File: config.mk
export PLATFORM = sky130hd
export DESIGN_NAME = mpt_ctrl
export DESIGN_NICKNAME = d
export VERILOG_FILES = /design/src/design/mpt_pkg.sv /design/src/design/mpt_ctrl.sv
export SDC_FILE = /design/constraint.sdc
export NUM_CORES = 1
export LEC_CHECK = 0
export ABC_AREA = 0
export BUFFER_PORTS_ARGS = -buffer_cell sky130_fd_sc_hd__buf_2
export CAP_MARGIN = 10
export CELL_PAD_IN_SITES_DETAIL_PLACEMENT = 1
export CELL_PAD_IN_SITES_GLOBAL_PLACEMENT = 2
export CORE_MARGIN = 2
export CORE_UTILIZATION = 28
export CTS_CLUSTER_DIAMETER = 120
export DETAILED_ROUTE_END_ITERATION = 10
export PLACE_DENSITY = 0.87
export SETUP_SLACK_MARGIN = 0.2
export SYNTH_ARGS = -nofsm -noshare
export SYNTH_HDL_FRONTEND = slang
export SYNTH_SLANG_ARGS = --single-unit
File: constraint.sdc
create_clock -name clock -period 1.7 [get_ports clock]
set_input_delay 0.085 -clock clock [delete_from_list [all_inputs] [get_ports clock]]
set_output_delay 0.085 -clock clock [all_outputs]
set_load 0.05 [all_outputs]
File: src/design/mpt_pkg.sv
`default_nettype none

package mpt_pkg;

   // Request codes carried on req_type.
   localparam logic [2:0] REQ_CLEAR = 3'd0;
   localparam logic [2:0] REQ_ADD   = 3'd1;
   localparam logic [2:0] REQ_END   = 3'd2;
   localparam logic [2:0] REQ_BUILD = 3'd3;
   localparam logic [2:0] REQ_MATCH = 3'd4;

   // Response status codes.
   localparam logic [2:0] ST_OK            = 3'd0;
   localparam logic [2:0] ST_NODE_FULL     = 3'd1;
   localparam logic [2:0] ST_PATTERN_FULL  = 3'd2;
   localparam logic [2:0] ST_NOT_BUILT     = 3'd3;
   localparam logic [2:0] ST_ALREADY_BUILT = 3'd4;

   // Multipliers of the edge slot hash.
   localparam logic [31:0] HASH_MUL_NODE = 32'd2654435761;
   localparam logic [31:0] HASH_MUL_CHAR = 32'd40503;

   // Datapath micro-operations issued by the controller.
   typedef enum logic [4:0] {
      OP_NONE,
      OP_ACCEPT,
      OP_CLR_START,
      OP_CLR_STEP,
      OP_ADD_INIT,
      OP_MATCH_INIT,
      OP_HASH_START,
      OP_PROBE_INIT,
      OP_PROBE_READ,
      OP_PROBE_NEXT,
      OP_ADD_HIT,
      OP_ADD_NEW,
      OP_WALK_CHILD,
      OP_FAIL_READ,
      OP_WALK_FAIL,
      OP_CURSOR_ROOT,
      OP_END_READ,
      OP_END_WRITE,
      OP_MASK_READ_WALK,
      OP_MATCH_DONE,
      OP_BUILD_INIT,
      OP_DEQ_READ,
      OP_DEQ_TAKE,
      OP_SCAN_READ,
      OP_SCAN_TAKE,
      OP_LINK_WRITE,
      OP_MASK_READ_V,
      OP_MASK_MERGE,
      OP_SCAN_NEXT,
      OP_BUILD_DONE,
      OP_RESP
   } dp_op_type;

   // Controller states.
   typedef enum logic [4:0] {
      S_CLR,
      S_IDLE,
      S_DISP,
      S_HASH,
      S_HWAIT,
      S_PREAD,
      S_PCHK,
      S_WFAIL,
      S_NS_DONE,
      S_M_DONE,
      S_END_WR,
      S_B_DEQ,
      S_B_TAKE,
      S_B_SREAD,
      S_B_SCHK,
      S_B_FAIL,
      S_B_MV,
      S_B_MERGE,
      S_B_SNEXT,
      S_RESP
   } ctrl_state_type;

   // Which sequence called the edge lookup.
   typedef enum logic [1:0] {
      CTX_ADD,
      CTX_MATCH,
      CTX_BUILD
   } call_ctx_type;

   typedef struct packed {
      dp_op_type  op;
      logic [2:0] code;
   } dp_cmd_type;

   typedef struct packed {
      logic [2:0] req_type;
      logic       built;
      logic       pc_full;
      logic       node_full;
      logic       hash_done;
      logic       e_valid;
      logic       e_match;
      logic       probe_last;
      logic       walk_root;
      logic       clr_last;
      logic       q_empty;
      logic       s_child;
      logic       u_root;
      logic       scan_last;
      logic       out_free;
   } dp_status_type;

endpackage

`default_nettype wire

File: src/design/mpt_ctrl.sv
`default_nettype none

module mpt_ctrl (
   input  wire logic                   clock,
   input  wire logic                   reset,
   input  wire logic                   req_valid,
   output logic                        req_stall,
   input  wire mpt_pkg::dp_status_type status,
   output mpt_pkg::dp_cmd_type         cmd
);
   import mpt_pkg::*;

   ctrl_state_type state_ff, state_in;
   call_ctx_type   ctx_ff, ctx_in;
   logic [2:0]     code_ff, code_in;
   logic           clr_resp_ff, clr_resp_in;

   // State register.
   always_ff @(posedge clock) begin
      if (reset) begin
         state_ff    <= S_CLR;
         ctx_ff      <= CTX_ADD;
         code_ff     <= ST_OK;
         clr_resp_ff <= 1'b0;
      end else begin
         state_ff    <= state_in;
         ctx_ff      <= ctx_in;
         code_ff     <= code_in;
         clr_resp_ff <= clr_resp_in;
      end
   end

   // Next state and command.
   always_comb begin
      state_in    = state_ff;
      ctx_in      = ctx_ff;
      code_in     = code_ff;
      clr_resp_in = clr_resp_ff;
      cmd.op      = OP_NONE;
      cmd.code    = code_ff;
      req_stall   = 1'b1;

      unique case (state_ff)
         S_CLR: begin
            cmd.op = OP_CLR_STEP;
            if (status.clr_last) begin
               code_in  = ST_OK;
               state_in = clr_resp_ff ? S_RESP : S_IDLE;
            end
         end
         S_IDLE: begin
            req_stall = 1'b0;
            if (req_valid) begin
               cmd.op   = OP_ACCEPT;
               state_in = S_DISP;
            end
         end
         S_DISP: begin
            code_in  = ST_OK;
            state_in = S_RESP;
            case (status.req_type)
               REQ_CLEAR: begin
                  cmd.op      = OP_CLR_START;
                  clr_resp_in = 1'b1;
                  state_in    = S_CLR;
               end
               REQ_ADD: begin
                  if (status.built) begin
                     code_in = ST_ALREADY_BUILT;
                  end else begin
                     cmd.op   = OP_ADD_INIT;
                     ctx_in   = CTX_ADD;
                     state_in = S_HASH;
                  end
               end
               REQ_END: begin
                  if (status.built) begin
                     code_in = ST_ALREADY_BUILT;
                  end else if (status.pc_full) begin
                     cmd.op  = OP_CURSOR_ROOT;
                     code_in = ST_PATTERN_FULL;
                  end else begin
                     cmd.op   = OP_END_READ;
                     state_in = S_END_WR;
                  end
               end
               REQ_BUILD: begin
                  if (status.built) begin
                     code_in = ST_ALREADY_BUILT;
                  end else begin
                     cmd.op   = OP_BUILD_INIT;
                     ctx_in   = CTX_BUILD;
                     state_in = S_B_DEQ;
                  end
               end
               REQ_MATCH: begin
                  if (!status.built) begin
                     code_in = ST_NOT_BUILT;
                  end else begin
                     cmd.op   = OP_MATCH_INIT;
                     ctx_in   = CTX_MATCH;
                     state_in = S_HASH;
                  end
               end
               default: begin
               end
            endcase
         end
         // Edge lookup: hash, then probe slots until a hit, a free slot or the whole table has been probed.
         S_HASH: begin
            cmd.op   = OP_HASH_START;
            state_in = S_HWAIT;
         end
         S_HWAIT: begin
            if (status.hash_done) begin
               cmd.op   = OP_PROBE_INIT;
               state_in = S_PREAD;
            end
         end
         S_PREAD: begin
            cmd.op   = OP_PROBE_READ;
            state_in = S_PCHK;
         end
         S_PCHK: begin
            if (status.e_valid && status.e_match) begin
               if (ctx_ff == CTX_ADD) begin
                  cmd.op   = OP_ADD_HIT;
                  code_in  = ST_OK;
                  state_in = S_RESP;
               end else begin
                  cmd.op   = OP_WALK_CHILD;
                  state_in = S_NS_DONE;
               end
            end else if (!status.e_valid || status.probe_last) begin
               if (ctx_ff == CTX_ADD) begin
                  state_in = S_RESP;
                  if (status.node_full) begin
                     code_in = ST_NODE_FULL;
                  end else begin
                     cmd.op  = OP_ADD_NEW;
                     code_in = ST_OK;
                  end
               end else if (status.walk_root) begin
                  state_in = S_NS_DONE;
               end else begin
                  cmd.op   = OP_FAIL_READ;
                  state_in = S_WFAIL;
               end
            end else begin
               cmd.op   = OP_PROBE_NEXT;
               state_in = S_PREAD;
            end
         end
         S_WFAIL: begin
            cmd.op   = OP_WALK_FAIL;
            state_in = S_HASH;
         end
         S_NS_DONE: begin
            if (ctx_ff == CTX_MATCH) begin
               cmd.op   = OP_MASK_READ_WALK;
               state_in = S_M_DONE;
            end else begin
               cmd.op   = OP_LINK_WRITE;
               state_in = S_B_MV;
            end
         end
         S_M_DONE: begin
            cmd.op   = OP_MATCH_DONE;
            code_in  = ST_OK;
            state_in = S_RESP;
         end
         S_END_WR: begin
            cmd.op   = OP_END_WRITE;
            code_in  = ST_OK;
            state_in = S_RESP;
         end
         // Breadth-first pass over the trie.
         S_B_DEQ: begin
            if (status.q_empty) begin
               cmd.op   = OP_BUILD_DONE;
               code_in  = ST_OK;
               state_in = S_RESP;
            end else begin
               cmd.op   = OP_DEQ_READ;
               state_in = S_B_TAKE;
            end
         end
         S_B_TAKE: begin
            cmd.op   = OP_DEQ_TAKE;
            state_in = S_B_SREAD;
         end
         S_B_SREAD: begin
            cmd.op   = OP_SCAN_READ;
            state_in = S_B_SCHK;
         end
         S_B_SCHK: begin
            if (status.s_child) begin
               cmd.op   = OP_SCAN_TAKE;
               state_in = status.u_root ? S_NS_DONE : S_B_FAIL;
            end else if (status.scan_last) begin
               state_in = S_B_DEQ;
            end else begin
               cmd.op   = OP_SCAN_NEXT;
               state_in = S_B_SREAD;
            end
         end
         S_B_FAIL: begin
            cmd.op   = OP_FAIL_READ;
            state_in = S_WFAIL;
         end
         S_B_MV: begin
            cmd.op   = OP_MASK_READ_V;
            state_in = S_B_MERGE;
         end
         S_B_MERGE: begin
            cmd.op   = OP_MASK_MERGE;
            state_in = status.scan_last ? S_B_DEQ : S_B_SNEXT;
         end
         S_B_SNEXT: begin
            cmd.op   = OP_SCAN_NEXT;
            state_in = S_B_SREAD;
         end
         S_RESP: begin
            if (status.out_free) begin
               cmd.op      = OP_RESP;
               clr_resp_in = 1'b0;
               state_in    = S_IDLE;
            end
         end
         default: begin
            state_in = S_IDLE;
         end
      endcase
   end

endmodule

`default_nettype wire

; Word level (Yosys, flattened, before mapping)
; Cells that the tools add are included.
[word_totals]
reg_bits = 11
input_bits = 20
output_inout_bits = 9
wordCells = 119
[op_classes]
eq_ne = 35
mux = 64
reduce_logical = 16
[ops]
columns = cell, n
row1 = $mux 5, 26
row2 = $pmux 5 s20, 1
row3 = $pmux 5 s18, 1
row4 = $pmux 5 s5, 2
row5 = $mux 3, 15
row6 = $eq 5x4->1 const B, 8
row7 = $eq 5x3->1 const B, 4
row8 = $eq 5x5->1 const B, 4
row9 = $mux 4, 5
row10 = $ne 2x2->1 const B, 9
row11 = $pmux 3 s5, 1
row12 = $eq 5x2->1 const B, 2
row13 = $mux 2, 5
row14 = $reduce_and 5->1, 2
row15 = $pmux 3 s3, 1
row16 = $eq 3x2->1 const B, 2
row17 = $pmux 2 s3, 1
row18 = $reduce_or 2->1, 3
row19 = $eq 5x1->1 const B, 1
row20 = $logic_not 5->1, 1
row21 = $mux 1, 5
row22 = $reduce_bool 5->1, 1
row23 = $reduce_and 4->1, 1
row24 = $eq 3x1->1 const B, 1
row25 = other kinds (13), 13

; Logic depth before layout (Yosys ltp)
[depth]
word_depth = 5
ltp_mapped = 7
mapped_depth_nobuf = 4

; Least setup slack after synthesis
; No wires, ideal clock.
[synth_timing]
path_type = reg-to-output
start = register state_ff[3]
end = output cmd[5] (netlist bit)
t_arrival_ns = 2.213
path_slack_ns = -0.598
stages_incl_launch_ff = 5
path_buffers = 2
path_cell_list = dfxtp_1 clkbuf_1 clkbuf_1 a21oi_1 o31ai_1
[synth_rtl]
columns = item, line_no
row1 = from (decl), mpt_ctrl.sv:13  ; ctrl_state_type state_ff, state_in;
row2 = from (signal assigned), mpt_ctrl.sv:26  ; state_ff <= state_in;
row3 = to (decl), mpt_ctrl.sv:9  ; output mpt_pkg::dp_cmd_type cmd

==> run summary <==
The number of placed instances, taps included came out at 341. After floorplanning, the core was sized to cover 0.00511 sq mm. The count of mapped cells out of synthesis is 209.

The die footprint came out at 0.00586 sq mm. The root buffer cell chosen for the clock tree is sky130_fd_sc_hd__clkbuf_8. Setup repair after global routing could not meet its margin everywhere. The maximum fanout along the worst path is 3. The maximum vdd drop is 698 uV. Dividing the detail-routed via count by the number of cells gives 5.98. The worst register-to-register path ends at clr_resp_ff. The startpoint identified for the worst register-to-register timing path is state_ff[0].

The number of cells in the finished layout apart from fillers is about 360. TritonCTS built the clock tree. The pre-antenna-repair detailed-routing pass consisted of 4 iterations.

The placer's final routability congestion estimate is 0.918. At the pin with the least slew margin, the transition time is 0.840 ns. In this run the vertical extent of the chip is roughly 77 um.

The number of nets at the end of the flow came out at 309. The number of routed nets with antenna violations came out at 0. The count of yosys warnings during synthesis is 0. Compared with the post-synthesis result, the final layout area differs by 74.4%. Setup slack on the worst reg-to-reg path comes out at -0.35 ns. The effective utilization at floorplan is 28.9%. The violation count after the first detailed-routing iteration came out at 107. The total of flip-flops plus latches after synthesis is 11. The post-route DRC violation count is 0. The total I/O pin count came out at 29. The checks that failed: setup timing. The number of clock sinks seen by CTS came out at 11. The worst setup path is of the register to output port kind. In the synthesized netlist, the cells that appear most often are sky130_fd_sc_hd__nand2b_1 (17), sky130_fd_sc_hd__a21oi_1 (15), sky130_fd_sc_hd__o21ai_0 (14), sky130_fd_sc_hd__nand2_1 (13), sky130_fd_sc_hd__dfxtp_1 (11). Across the run, the number of max-cap violations was 0. The number of nets in the synthesized netlist came out at ~230. CTS built an H-tree with a depth of 1. The number of buffers inserted during clock tree synthesis came out at 3. The run finished, with violations left. The cell area that synthesis handed to floorplanning was 0.00147 sq mm. The half-perimeter wire length after detailed placement is 5200 um. The share of synthesized flip-flops with an asynchronous set or reset came out at 0%. In the post-synthesis netlist, the cell with the most instances is sky130_fd_sc_hd__nand2b_1. The area share of the largest cell type after synthesis came out at 14.9%. The launching instance or port of the critical path is state_ff[0]. For this run, the leading register cell type out of synthesis is sky130_fd_sc_hd__dfxtp_1. The tightest min-delay check is of the input port to register type. The aggregate routed wire length is 8020 um. The final hold violation count came out at 0. The relative slew slack came out at about 44%. The number of global-route vias before repair is 2193. The total grt overflow came out at 0.

Setup violations remaining at the end of the flow were counted as 16. The depth of the most critical reg-to-reg path came out at 7. STA classifies the critical path startpoint as a register. In this run the power density over the cells is 1300 mW/mm^2. The peak clock frequency supported by timing is 473 MHz.

The part of the cycle the worst path needs came out at 124%. The total number of placement rows came out at 26. The aggregate global-route resource usage came out at between 20% and 30%. After detailed routing, the average wire length per cell comes to 22.4 um. Of all cell types, the one taking the most synthesized area is sky130_fd_sc_hd__dfxtp_1. The number of buffers added to fix hold violations after cts is 0. The clock latency of the later-clocked register in the worst-skew pair came out at ~0.24 ns.

At the placement stage, the worst setup path has a slack of -0.188 ns. The maximum number of buffers from clock root to sink is 2. The final count of pins violating max slew is 0. The number of antenna violations at the first check in global routing is 0. The leakage power came out at a little under 1 nW. The number of port buffers came out at 28. The proportion of layout cells with a drive suffix above 1 is roughly 50%.

The number of enable flip-flop cells after synthesis came out at 0. The fraction of the core area covered by cells at the end of the flow came out at 50.3%. The last element of the critical path is cmd[7].

The die is 76.6 um wide. The final critical-path required period came out at 2.12 ns. The repair_antennas step left the layout with diodes totalling 0. The pin count of the biggest net entering global routing came out at 19. The final clock skew is 0.00307 ns. The mean instance size in the synthesized netlist came out at 7.05 sq um. The number of distinct standard cells referenced by the synthesized netlist came out at 59. The worst endpoint data arrival time came out at 2.03 ns. The first global-routing pass estimated 11600 um of wire. The sequential area share after synthesis came out at 14.9%. The final worst setup slack is -0.416 ns.

Clock-pin slew was measured on the worst setup and hold paths at 0.06 ns. The layout filler cell count is 624. The worst setup path is captured at an output port. Ranked by total cell area, the synthesized netlist is headed by sky130_fd_sc_hd__dfxtp_1 (15%), sky130_fd_sc_hd__nand2b_1 (7.2%), sky130_fd_sc_hd__a21oi_1 (5.1%), sky130_fd_sc_hd__o21ai_0 (4.8%), sky130_fd_sc_hd__nand2_1 (3.3%). The required time reported for the critical path endpoint came out at 1.62 ns. The detailed-route via count came out at about 2100.
metal layers:
metal | wire length, um | vias to the layer above | global-route usage (%)
met5 | 0 | - | 0
li1 | - | 969 | -
met3 | 361 | 26 | 3.55
met2 | 4020 | 71 | 44.3
met1 | 3310 | 1075 | 30.5
met4 | 330 | 0 | 10.7
metrics by stage:
step           hold WS (ns)  total power [mW]  setup TNS, ns  cell area [sq um]
4_1_cts               0.215              3.01          -1.98               2380
3_5_place_dp          0.467              2.38          -1.22               2070
3_3_place_gp          0.457              2.33         -0.675               2070
6_report              0.211              3.34          -3.98               2570
5_1_grt               0.247              3.47          -4.66               2570
2_1_floorplan         0.239              1.62         -0.475               1560
worst min path at each step:
stage	start	endpoint	slack, ns	cells past startpoint
after global placement	code_ff[1]	code_ff[1]	0.46	2
after global routing	status[15]	ctx_ff[1]	0.25	3
after floorplan	reset	state_ff[0]	0.24	2
after detailed placement	code_ff[0]	code_ff[0]	0.47	2
final	status[14]	ctx_ff[1]	0.21	3
after CTS	status[15]	ctx_ff[1]	0.21	3
layout make-up:
cell class	instances	area [sq um]	area share, %
multi-input cells	171	1410	54.9
flip-flops and latches	11	234	9.10
clock buffers	4	45.0	1.75
repair buffers	93	758	29.5
well taps	70	87.6	3.41
inverters	9	33.8	1.31
worst max-delay path, stage by stage, from the launching register on:
cell                       delay, ns
sky130_fd_sc_hd__dfxtp_2        0.33
sky130_fd_sc_hd__or3_4          0.38
sky130_fd_sc_hd__or3_4          0.40
sky130_fd_sc_hd__o311a_4        0.33
sky130_fd_sc_hd__o211ai_1       0.10
sky130_fd_sc_hd__buf_4          0.23
kinds of logic after synthesis:
family | synth area share (%)
buf+inv | 7.89
simple gates | 40.0
compound gates | 35.8
mux | 1.36
flops | 14.9
what timing repair did:
item                                    4_1_cts  5_1_grt
gates resized for setup                      53       25
endpoints found under the setup margin       17       17
setup buffers                                 7        6
pin swaps                                    12       16
where the power goes:
part / switching (mW) / internal [mW] / leakage (nW) / total (mW)
registers: 0.0653 / 0.310 / 0.0922 / 0.375
logic: 1.49 / 1.19 / 0.854 / 2.68
clock network: 0.118 / 0.166 / 0.0228 / 0.284
registers in the layout, indices dropped and copies added, names as in the netlist:
register,cells
clr_resp_ff,1
ctx_ff,2
state_ff,5
code_ff,3
cell usage in the layout, fill, tap and decap left out, drive strengths merged, types with 3 or more instances in the layout:
| cell type | instances |
|---|---|
| a2111oi | 4 |
| a211oi | 5 |
| a21oi | 15 |
| a221oi | 3 |
| a31oi | 4 |
| buf | 93 |
| clkbuf | 4 |
| dfxtp | 11 |
| inv | 9 |
| nand2 | 13 |
| nand2b | 17 |
| nand3 | 3 |
| nand4 | 3 |
| nand4b | 3 |
| nor2 | 10 |
| nor2b | 6 |
| nor3 | 5 |
| nor4 | 4 |
| o21ai | 15 |
| o31ai | 4 |
| or2 | 3 |
| or3 | 6 |
| or3b | 3 |
| or4 | 3 |
| or4b | 3 |
No activity file was read; power rests on OpenSTA's default activity.
